[config.mk]
export PLATFORM = sky130hd
export DESIGN_NAME = sync_length_frame_deframer_unit
export DESIGN_NICKNAME = d
export VERILOG_FILES = /design/src/rtl/core/sld_pkg.sv /design/src/rtl/core/sync_length_frame_deframer_unit.sv
export SDC_FILE = /design/constraint.sdc
export NUM_CORES = 1
export LEC_CHECK = 0
export BUFFER_PORTS_ARGS = -buffer_cell sky130_fd_sc_hd__clkbuf_2
export CORE_ASPECT_RATIO = 0.7
export CORE_MARGIN = 2
export CORE_UTILIZATION = 41
export CTS_BUF_LIST = sky130_fd_sc_hd__clkbuf_4
export DETAILED_ROUTE_END_ITERATION = 8
export GPL_TIMING_DRIVEN = 0
export PLACE_DENSITY_LB_ADDON = 0.2
export SYNTH_ARGS = -nofsm -noshare
export SYNTH_HDL_FRONTEND = slang
export SYNTH_SLANG_ARGS = --single-unit
[constraint.sdc]
create_clock -name clk -period 1.95 [get_ports clk]
set_clock_uncertainty 0.05 [all_clocks]
set_input_delay 0.0975 -clock clk [delete_from_list [all_inputs] [get_ports clk]]
set_output_delay 0.0975 -clock clk [all_outputs]
set_load 0.005 [all_outputs]
[src/rtl/core/sld_pkg.sv]
// Package for the sync-word, length-prefixed frame deframer.
// Holds the phase type, sync reset value and field widths; no dependencies.
package sld_pkg;

    localparam int unsigned BYTE_W     = 8;
    localparam int unsigned SYNC_W     = 32;
    localparam int unsigned LEN_W      = 16;
    localparam int unsigned SYNC_BYTES = 4;
    localparam int unsigned SEEN_W     = 3;

    localparam logic [SYNC_W-1:0] SYNC_RESET = 32'h97FA_4613;

    typedef enum logic [1:0] {
        PH_HUNT    = 2'd0,
        PH_LEN_LO  = 2'd1,
        PH_LEN_HI  = 2'd2,
        PH_PAYLOAD = 2'd3
    } phase_t;

endpackage

[src/rtl/core/sync_length_frame_deframer_unit.sv]
// Top level of the sync-word, length-prefixed frame deframer.
// Depends on sld_pkg for the phase type and constants.

// Takes one received byte per beat and can accept a beat on every clock: the
// per-byte phase update is one step of short logic ending in a single output
// register, and the input is ready whenever that register is empty or is
// being drained in the same cycle. A payload byte passes through the output
// register before it appears on the master side; sync, length and dropped
// bytes give no output beat. sync_word written via cfg_we takes effect on the
// next hunted byte.
module sync_length_frame_deframer_unit
(
    input  logic                         clk,
    input  logic                         rst_n,
    input  logic                         cfg_we,
    input  logic [sld_pkg::SYNC_W-1:0]   cfg_wdata,
    input  logic                         s_tvalid,
    output logic                         s_tready,
    input  logic [sld_pkg::BYTE_W-1:0]   s_tdata,   // [7:0] rx_byte
    output logic                         m_tvalid,
    input  logic                         m_tready,
    output logic [sld_pkg::BYTE_W-1:0]   m_tdata,   // [7:0] payload_byte
    output logic                         m_tuser,   // [0] first_of_frame
    output logic                         m_tlast    // last_of_frame
);

    sld_pkg::phase_t                 phase_reg, phase_next;
    logic [sld_pkg::SYNC_W-1:0]      sync_reg;
    logic [sld_pkg::SYNC_W-1:0]      window_reg, window_next;
    logic [sld_pkg::SEEN_W-1:0]      seen_reg, seen_next;
    logic [sld_pkg::BYTE_W-1:0]      len_lo_reg, len_lo_next;
    logic [sld_pkg::LEN_W-1:0]       remain_reg, remain_next;
    logic                            start_reg, start_next;
    logic                            out_valid_reg, out_valid_next;
    logic [sld_pkg::BYTE_W-1:0]      out_data_reg, out_data_next;
    logic                            out_first_reg, out_first_next;
    logic                            out_last_reg, out_last_next;
    logic                            in_fire;
    logic                            out_fire;
    logic [sld_pkg::LEN_W-1:0]       len_full;

    assign out_fire = out_valid_reg & m_tready;
    assign s_tready = ~out_valid_reg | m_tready;
    assign in_fire  = s_tvalid & s_tready;
    assign len_full = {s_tdata, len_lo_reg};

    assign m_tvalid = out_valid_reg;
    assign m_tdata  = out_data_reg;
    assign m_tuser  = out_first_reg;
    assign m_tlast  = out_last_reg;

    always_ff @(posedge clk or negedge rst_n)
    begin
        if (!rst_n)
        begin
            sync_reg <= sld_pkg::SYNC_RESET;
        end
        else if (cfg_we)
        begin
            sync_reg <= cfg_wdata;
        end
    end

    always_ff @(posedge clk or negedge rst_n)
    begin
        if (!rst_n)
        begin
            phase_reg     <= sld_pkg::PH_HUNT;
            window_reg    <= '0;
            seen_reg      <= '0;
            len_lo_reg    <= '0;
            remain_reg    <= '0;
            start_reg     <= 1'b0;
            out_valid_reg <= 1'b0;
        end
        else
        begin
            phase_reg     <= phase_next;
            window_reg    <= window_next;
            seen_reg      <= seen_next;
            len_lo_reg    <= len_lo_next;
            remain_reg    <= remain_next;
            start_reg     <= start_next;
            out_valid_reg <= out_valid_next;
        end
    end

    always_ff @(posedge clk)
    begin
        out_data_reg  <= out_data_next;
        out_first_reg <= out_first_next;
        out_last_reg  <= out_last_next;
    end

    always_comb
    begin
        phase_next     = phase_reg;
        window_next    = window_reg;
        seen_next      = seen_reg;
        len_lo_next    = len_lo_reg;
        remain_next    = remain_reg;
        start_next     = start_reg;
        out_valid_next = out_valid_reg & ~out_fire;
        out_data_next  = out_data_reg;
        out_first_next = out_first_reg;
        out_last_next  = out_last_reg;
        if (in_fire)
        begin
            unique case (phase_reg)
                sld_pkg::PH_HUNT:
                begin
                    window_next = {window_reg[sld_pkg::SYNC_W-sld_pkg::BYTE_W-1:0], s_tdata};
                    if (seen_reg < sld_pkg::SEEN_W'(sld_pkg::SYNC_BYTES))
                    begin
                        seen_next = seen_reg + 1'b1;
                    end
                    if (seen_next == sld_pkg::SEEN_W'(sld_pkg::SYNC_BYTES)
                        && window_next == sync_reg)
                    begin
                        phase_next = sld_pkg::PH_LEN_LO;
                    end
                end
                sld_pkg::PH_LEN_LO:
                begin
                    len_lo_next = s_tdata;
                    phase_next  = sld_pkg::PH_LEN_HI;
                end
                sld_pkg::PH_LEN_HI:
                begin
                    remain_next = len_full;
                    if (len_full == '0)
                    begin
                        phase_next  = sld_pkg::PH_HUNT;
                        window_next = '0;
                        seen_next   = '0;
                    end
                    else
                    begin
                        start_next = 1'b1;
                        phase_next = sld_pkg::PH_PAYLOAD;
                    end
                end
                sld_pkg::PH_PAYLOAD:
                begin
                    out_valid_next = 1'b1;
                    out_data_next  = s_tdata;
                    out_first_next = start_reg;
                    out_last_next  = (remain_reg <= sld_pkg::LEN_W'(1));
                    start_next     = 1'b0;
                    if (remain_reg <= sld_pkg::LEN_W'(1))
                    begin
                        remain_next = '0;
                        phase_next  = sld_pkg::PH_HUNT;
                        window_next = '0;
                        seen_next   = '0;
                    end
                    else
                    begin
                        remain_next = remain_reg - 1'b1;
                    end
                end
                default:
                begin
                    phase_next = sld_pkg::PH_HUNT;
                end
            endcase
        end
    end

    a_seen_bound: assert property (@(posedge clk) disable iff (!rst_n)
        seen_reg <= sld_pkg::SEEN_W'(sld_pkg::SYNC_BYTES))
        else $error("window fill count overran");

    a_payload_len: assert property (@(posedge clk) disable iff (!rst_n)
        phase_reg == sld_pkg::PH_PAYLOAD |-> remain_reg != '0)
        else $error("payload phase with no bytes left");

    a_out_only_payload: assert property (@(posedge clk) disable iff (!rst_n)
        (in_fire && phase_reg != sld_pkg::PH_PAYLOAD && !m_tready && out_valid_reg)
        |=> $stable(m_tdata))
        else $error("non-payload byte disturbed held output");

    a_last_ends: assert property (@(posedge clk) disable iff (!rst_n)
        (in_fire && phase_reg == sld_pkg::PH_PAYLOAD && remain_reg == sld_pkg::LEN_W'(1))
        |=> (m_tlast && phase_reg == sld_pkg::PH_HUNT && seen_reg == '0))
        else $error("frame end did not return to hunt");

endmodule

==> run_results.csv, run 1 <==
group,metric,value,unit
timing,max_slew.worst_pin.slew,794,ps
drt,drtPass1Iterations,4,
worst_hold_path,path_class_of_the_lowest_slack_min_delay_path,"input port to asynchronous set/reset pin",
yosys,synth_area_leader_cell,"dfrtp_1",
clock_tree,insertion_delay,470,ps
placement,place.detailed.hpwl,8180,um
setup_path,timing.critical_path.from_type,"flop",
floorplanning,die_area,12100,um2
drt,antenna_violating_nets_post_route,0,
clock_tree,clock_sinks,97,
status,outcome,"finished, violations left",
yosys,dominant_combinational_cell_family_by_area_after_synthesis,"simple AND/OR/NAND/NOR gates",
timing,final_worst_setup_slack,-327,ps
yosys,post_synth_xor_area_fraction,6.09,%
timing,finalSetupViolCount,39,
setup_path,timing.critical_path.arrival,2590,ps
drt,drt_iter0_drc,262,
yosys,synth-edff-count,10,
clock_tree,ctsHtreeMaxLevel,3,
setup_path,path_cells,"xor2_1, nor4_1, nand4_1, or4_4, a311oi_2",
clock_tree,clockRootBuffer,"clkbuf_4",
floorplanning,io_pins,57,
clock_tree,numCtsBuffers,9,
layout,largest_register_ff_count,32,
yosys,seq_area_frac_synth,54.3,%
timing,max_freq,439,MHz
flow_run,timing.max_cap.violations,0,
placement,port_buffer_count,55,
layout,post_route_cells_drive_above_1_share,44.0,%
yosys,synth_area,4600,um2
global_routing,grt_use_total,22.0,%
yosys,syn-instance-count,423,
yosys,postSynth.asyncResetShare,89.7,%
setup_path,cp_max_fo,3,
drt,drcViolationCount,0,
setup_path,timing.critical_path.to_type,"flop",
global_routing,antenna_found_initial,0,
pwr,ir_drop,0.327,mV
pwr,fin_total_pwr,4.48,mW
global_routing,grt_overflow,0,
floorplanning,floorplan.rows,32,
status,violations,"setup timing",
global_routing,grt_first_pass_wirelength,19800,um
timing,timing.final.max_slew_violations,0,
floorplanning,floorplan.initialDensity,41.9,%
drt,routed_wire_length_per_instance,18.8,um
yosys,synth_cell_types,50,
yosys,fraction_of_the_mapped_netlist_area_in_simple_logic_gates,14.1,%
yosys,ys_dominant_reg_cell,"dfrtp_1",
timing,rsz0062_at_grt,"yes",
global_routing,grt_start_max_net_pins,67,
timing,period_minus_slack,2280,ps
yosys,ys_warn_count,0,
yosys,yosys.area.top_type_share,38.1,%
setup_path,timing.critical_path.required,2260,ps
yosys,netlist_top_cells_area,"dfrtp_1 (38%), mux2_2 (10%), dfstp_2 (9.7%)",
timing,hold_violations,0,
setup_path,critical_path.slowest_cell,"or4_4",
layout,layout.cell_area.non_filler,6530,um2
pwr,static-leakage-power,2.85,nW
placement,placed_area,5100,um2
pwr,pwr_density_cell,686,nW/um2
layout,final_cells,724,
layout,area_growth_syn_to_layout,41.9,%
drt,vias,3847,
setup_path,critPathKind,"flop to flop",
yosys,synth_compound_gate_area_share,10.6,%
yosys,postSynthAreaPerCell,10.9,um2
yosys,yosys.area_share.adder,1.90,%
placement,gpl.final_weighted_congestion,0.885,
global_routing,number_of_global_route_vias_before_repair,3547,
layout,insertedDiodeCount,0,
clock_tree,cts_tree,"built",
yosys,synth.area.mux_share,10.3,%
floorplanning,die_width,131,um
timing,period_utilisation_layout,117,%
placement,number_of_cells_after_detailed_placement,632,
floorplanning,floorplan.core_area,11000,um2
clock_tree,clkSlewWorstSetupHoldPaths,170,ps
timing,timing.slew.headroom,47.1,%
floorplanning,die_h,92.6,um
layout,total_number_of_nets_in_the_final_design,618,
yosys,count_of_state_elements_after_synthesis,97,
drt,drt-vias-per-instance,5.31,
clock_tree,cts_max_path_buffers,2,
drt,routed_wl,13600,um
yosys,syn_nets,475,
setup_path,cpPeakStageDelay,640,ps
## area by class of cell
cell class              count  area, um2
clock inverters             7        103
multi-input cells         297       2350
fillers                   969       4440
well taps                 153        191
inverters                   9       33.8
repair buffers            131       1100
clock buffers               9       67.6
plain buffers              21        184
flip-flops and latches     97       2500
## where the power goes
group	switching (mW)	internal (mW)	total [mW]	leakage, nW
Combinational	0.375	0.432	0.807	1.60
Sequential	0.176	2.23	2.41	1.17
Clock	0.731	0.532	1.26	0.0807
Total	1.28	3.19	4.48	2.85
## path summary, 6_finish.rpt
| path | depth (start not counted) | startpoint | slack (ps) | end |
|---|---|---|---|---|
| min in group clk | 3 | s_tdata[4] | 30 | remain_reg[12] |
| max | 5 | window_reg[0] | -330 | phase_reg[1] |
| max in group asynchronous | 3 | rst_n | 1110 | sync_reg[20] |
| max reg2reg | 5 | window_reg[0] | -330 | phase_reg[1] |
| min reg2reg | 0 | start_reg | 420 | m_tuser |
| min | 2 | rst_n | 30 | remain_reg[10] |
## cell usage in the layout (no fill, tap or decap), types with 5 or more instances in the layout
master / Yosys / layout
nor3_1: 14 / 9
xor2_1: 27 / 27
a21oi_1: 13 / 11
clkbuf_4: 0 / 14
o21ai_2: 0 / 23
mux2_2: 41 / 41
nand2_1: 65 / 42
buf_4: 2 / 17
xnor2_1: 5 / 5
nand2_2: 0 / 11
nor4_1: 10 / 7
nor3_2: 2 / 5
clkbuf_16: 0 / 5
edfxtp_1: 10 / 10
buf_6: 0 / 8
nand4_1: 5 / 5
clkbuf_2: 2 / 57
a22oi_1: 6 / 6
buf_8: 0 / 7
inv_1: 9 / 8
nor2_1: 16 / 15
o21ai_0: 39 / 6
o21ai_1: 9 / 19
dfrtp_1: 70 / 69
dlygate4sd3_1: 0 / 45
nand2_4: 0 / 12
dfstp_2: 17 / 17
## routing by layer
metal  wire [um]  global-route usage, %
met4         179                   5.59
met1        6680                   34.4
met2        5860                   30.4
met5           0                      0
met3         903                   5.20
## what timing repair did
action / in CTS / in global routing
setup buffers: 7 / 17
endpoints found under the setup margin: 44 / 46
cloned: 2 / 5
gates resized for setup: 67 / 95
hold endpoints to repair: 137 / 0
hold buffers: 45 / 0
pin swaps: 10 / 39
## logic make-up (layout without fill, tap and decap cells)
group | count (synthesis) | after routing
and+or+nand+nor | 132 | 133
DFF | 97 | 97
AOI/OAI and AO/OA | 83 | 83
muxes | 42 | 42
xor gates and xnor gates | 32 | 32
buffers and inverters | 30 | 177
adders and majority gates | 7 | 7
## cell usage after synthesis, types with 5 or more instances
library cell / instances
dfrtp_1: 70
xor2_1: 27
xnor2_1: 5
inv_1: 9
o21ai_1: 9
ha_1: 7
buf_2: 5
edfxtp_1: 10
nand4_1: 5
nor2_1: 16
dfstp_2: 17
mux2_2: 41
nor3_1: 14
o21ai_0: 39
nor4_1: 10
a21oi_1: 13
clkbuf_1: 9
nand2_1: 65
a22oi_1: 6
## per-stage QoR
| stage | util [%] | TNS [ps] | setup WS [ps] | hold slack (ps) |
|---|---|---|---|---|
| 3_3_place_gp | 46.2 | -26790 | -311 | 282 |
| 3_5_place_dp | 46.5 | -7650 | -367 | 13.0 |
| 5_1_grt | 59.5 | -7480 | -368 | 9.49 |
| 4_1_cts | 54.5 | -771 | -212 | 12.9 |
| 6_report | 59.5 | -4380 | -327 | 30.2 |
| 2_1_floorplan | - | 0 | 67.5 | -248 |
## critical path: cells and delay by family (launching register included)
kind / cells / cell delay (ps)
DFF: 1 / 460
and+or+nand+nor: 3 / 1230
xor gates and xnor gates: 1 / 180
AOI/OAI and AO/OA: 1 / 250
Power figures use the tool's default switching activity.
==> run 2, diff against run 1 <==
--- a/config.mk
+++ b/config.mk
@@ -13,6 +13,7 @@
 export DETAILED_ROUTE_END_ITERATION = 8
 export GPL_TIMING_DRIVEN = 0
 export PLACE_DENSITY_LB_ADDON = 0.2
+export SETUP_SLACK_MARGIN = 0.1
 export SYNTH_ARGS = -nofsm -noshare
 export SYNTH_HDL_FRONTEND = slang
 export SYNTH_SLANG_ARGS = --single-unit
==> run 2 against run 1 <==
  * The run still ends with setup timing left
  * Final area up 0.12%
  * Core utilization up 0.068 points
  * First-iteration DRC count up 16%
  * Combinational power up 1%
  * Worst setup slack better by 85 ps
  * Final cell count down 0.28%
  * Total power down 3.6%
  * Critical path type unchanged
  * Highest routed layer unchanged
==> run_results.csv, run 2 (same netlist as run 1, synthesis figures left out) <==
group,metric,value,unit
clock_tree,clkSlewWorstSetupHoldPaths,150,ps
layout,area_growth_syn_to_layout,42.0,%
clock_tree,clock_sinks,97,
setup_path,timing.critical_path.arrival,2470,ps
layout,final_cells,722,
layout,total_number_of_nets_in_the_final_design,616,
drt,vias,3872,
layout,largest_register_ff_count,32,
worst_hold_path,worst_hold_path.num_cells,3,
drt,drt_iter0_drc,305,
layout,final_common_cell,"dfrtp_1",
global_routing,grt_overflow,0,
floorplanning,die_h,92.6,um
layout,insertedDiodeCount,0,
setup_path,worst_r2r_path_depth,6,
floorplanning,floorplan.rows,32,
timing,fin_tns_setup,-6870,ps
flow_run,timing.max_cap.violations,0,
timing,timing.final.max_slew_violations,0,
timing,period_utilisation_layout,112,%
setup_path,cp_max_fo,3,
drt,drt-vias-per-instance,5.36,
drt,antenna_violating_nets_post_route,0,
timing,max_slew.worst_pin.slew,757,ps
placement,port_buffer_count,55,
clock_tree,clockRootBuffer,"clkbuf_4",
placement,dp_slack,-256,ps
status,violations,"setup timing",
drt,drcViolationCount,0,
floorplanning,die_area,12100,um2
placement,placed_area,5100,um2
drt,routed_wl,13900,um
drt,routed_wire_length_per_instance,19.2,um
pwr,static-leakage-power,2.82,nW
drt,drtPass1Iterations,5,
clock_tree,cts_tree,"built",
clock_tree,insertion_delay,460,ps
setup_path,timing.critical_path.to_type,"flop",
global_routing,grt_first_pass_wirelength,19800,um
setup_path,timing.critical_path.from_type,"flop",
placement,place.detailed.hpwl,8070,um
floorplanning,die_width,131,um
clock_tree,cts_max_path_buffers,2,
status,outcome,"finished, violations left",
worst_hold_path,min-delay-start,"s_tdata[4]",
timing,final_worst_setup_slack,-242,ps
global_routing,number_of_global_route_vias_before_repair,3573,
timing,hold_violations,0,
timing,period_minus_slack,2190,ps
worst_hold_path,path_class_of_the_lowest_slack_min_delay_path,"input port to flop",
global_routing,grt_start_max_net_pins,57,
global_routing,grt_use_total,22.2,%
setup_path,timing.critical_path.required,2230,ps
floorplanning,floorplan.initialDensity,41.9,%
clock_tree,ctsHtreeMaxLevel,3,
setup_path,rrSetupSlack,-240,ps
setup_path,crit_path_start,"window_reg[14]",
setup_path,critPathKind,"flop to flop",
placement,number_of_cells_after_detailed_placement,632,
layout,commonest_cells_after_routing_fill_and_taps_aside,"dfrtp_1 (67), clkbuf_2 (60), dlygate4sd3_1 (49)",
timing,finalSetupViolCount,40,
setup_path,r2r-end,"phase_reg[1]",
placement,gpl.final_weighted_congestion,0.884,
global_routing,antenna_found_initial,0,
setup_path,source_of_the_worst_register_to_register_timing_path,"window_reg[14]",
floorplanning,floorplan.core_area,11000,um2
timing,max_freq,456,MHz
layout,layout.cell_area.non_filler,6530,um2
layout,post_route_cells_drive_above_1_share,44.1,%
pwr,pwr_density_cell,660,nW/um2
timing,timing.slew.headroom,49.5,%
timing,rsz0062_at_grt,"yes",
floorplanning,io_pins,57,
worst_hold_path,hold_end,"remain_reg[12]",
pwr,fin_total_pwr,4.32,mW
pwr,ir_drop,0.461,mV
clock_tree,numCtsBuffers,9,
==> run 2: cell count changes in the layout (fill, tap and decap cells not counted), moves of 4 or more <==
cell / before / now
o21ai_2: 23 / 17
buf_4: 17 / 12
buf_6: 8 / 3
dlygate4sd3_1: 45 / 49
nand2_2: 11 / 15
o21ai_0: 6 / 10
==> run 2: worst max path at each step <==
stage | to | slack [ps] | cells past startpoint
finish | phase_reg[1] | -240 | 6
global route | phase_reg[1] | -330 | 6
CTS | phase_reg[1] | -210 | 5
detailed placement | phase_reg[1] | -260 | 6
global placement | sync_reg[16] | -320 | 1
floorplan | phase_reg[1] | 110 | 6
==> run 2: worst max-delay path: stages (launching register included) <==
cell,delay (ps)
dfrtp_2,460
xor2_2,200
nor4_4,320
nand4_1,210
or4_4,620
a21oi_2,150
a311oi_2,60
==> run 2: final cells by class <==
type,count,area [um2]
multi-input cells,297,2370
inverters,9,37.5
clock buffers,12,90.1
well taps,153,191
fillers,934,4440
plain buffers,21,181
repair buffers,129,1110
clock inverters,4,46.3
flip-flops and latches,97,2500
==> run 2: routing by layer <==
layer	global-route usage [%]	vias up	wire [um]	part of all wire (%)
met4	6.03	0	193	1.4
met3	5.66	16	1140	8.2
met5	0	-	0	0
met2	30.3	171	5970	43
li1	-	1786	-	-
met1	34.7	1899	6550	47
==> run 2: where the power goes <==
part	total (mW)	leakage, nW	internal (mW)	switching (mW)
registers	2.40	1.16	2.23	0.172
logic	0.819	1.58	0.436	0.383
clock network	1.09	0.0750	0.430	0.665
==> run 2: what timing repair did <==
item	CTS	global route
gates cloned	6	3
hold buffers	46	3
endpoints found under the hold margin	126	3
endpoints found under the setup margin	46	56
pin swaps	11	30
resized for setup	82	80
setup buffers	9	7
==> run 2: stage by stage <==
stage	hold WS (ps)	utilization, %
CTS	-47.0	55.7
global placement	281	46.2
detailed placement	68.3	46.5
finish	34.6	59.6
floorplan	-248	-
global route	19.0	59.6
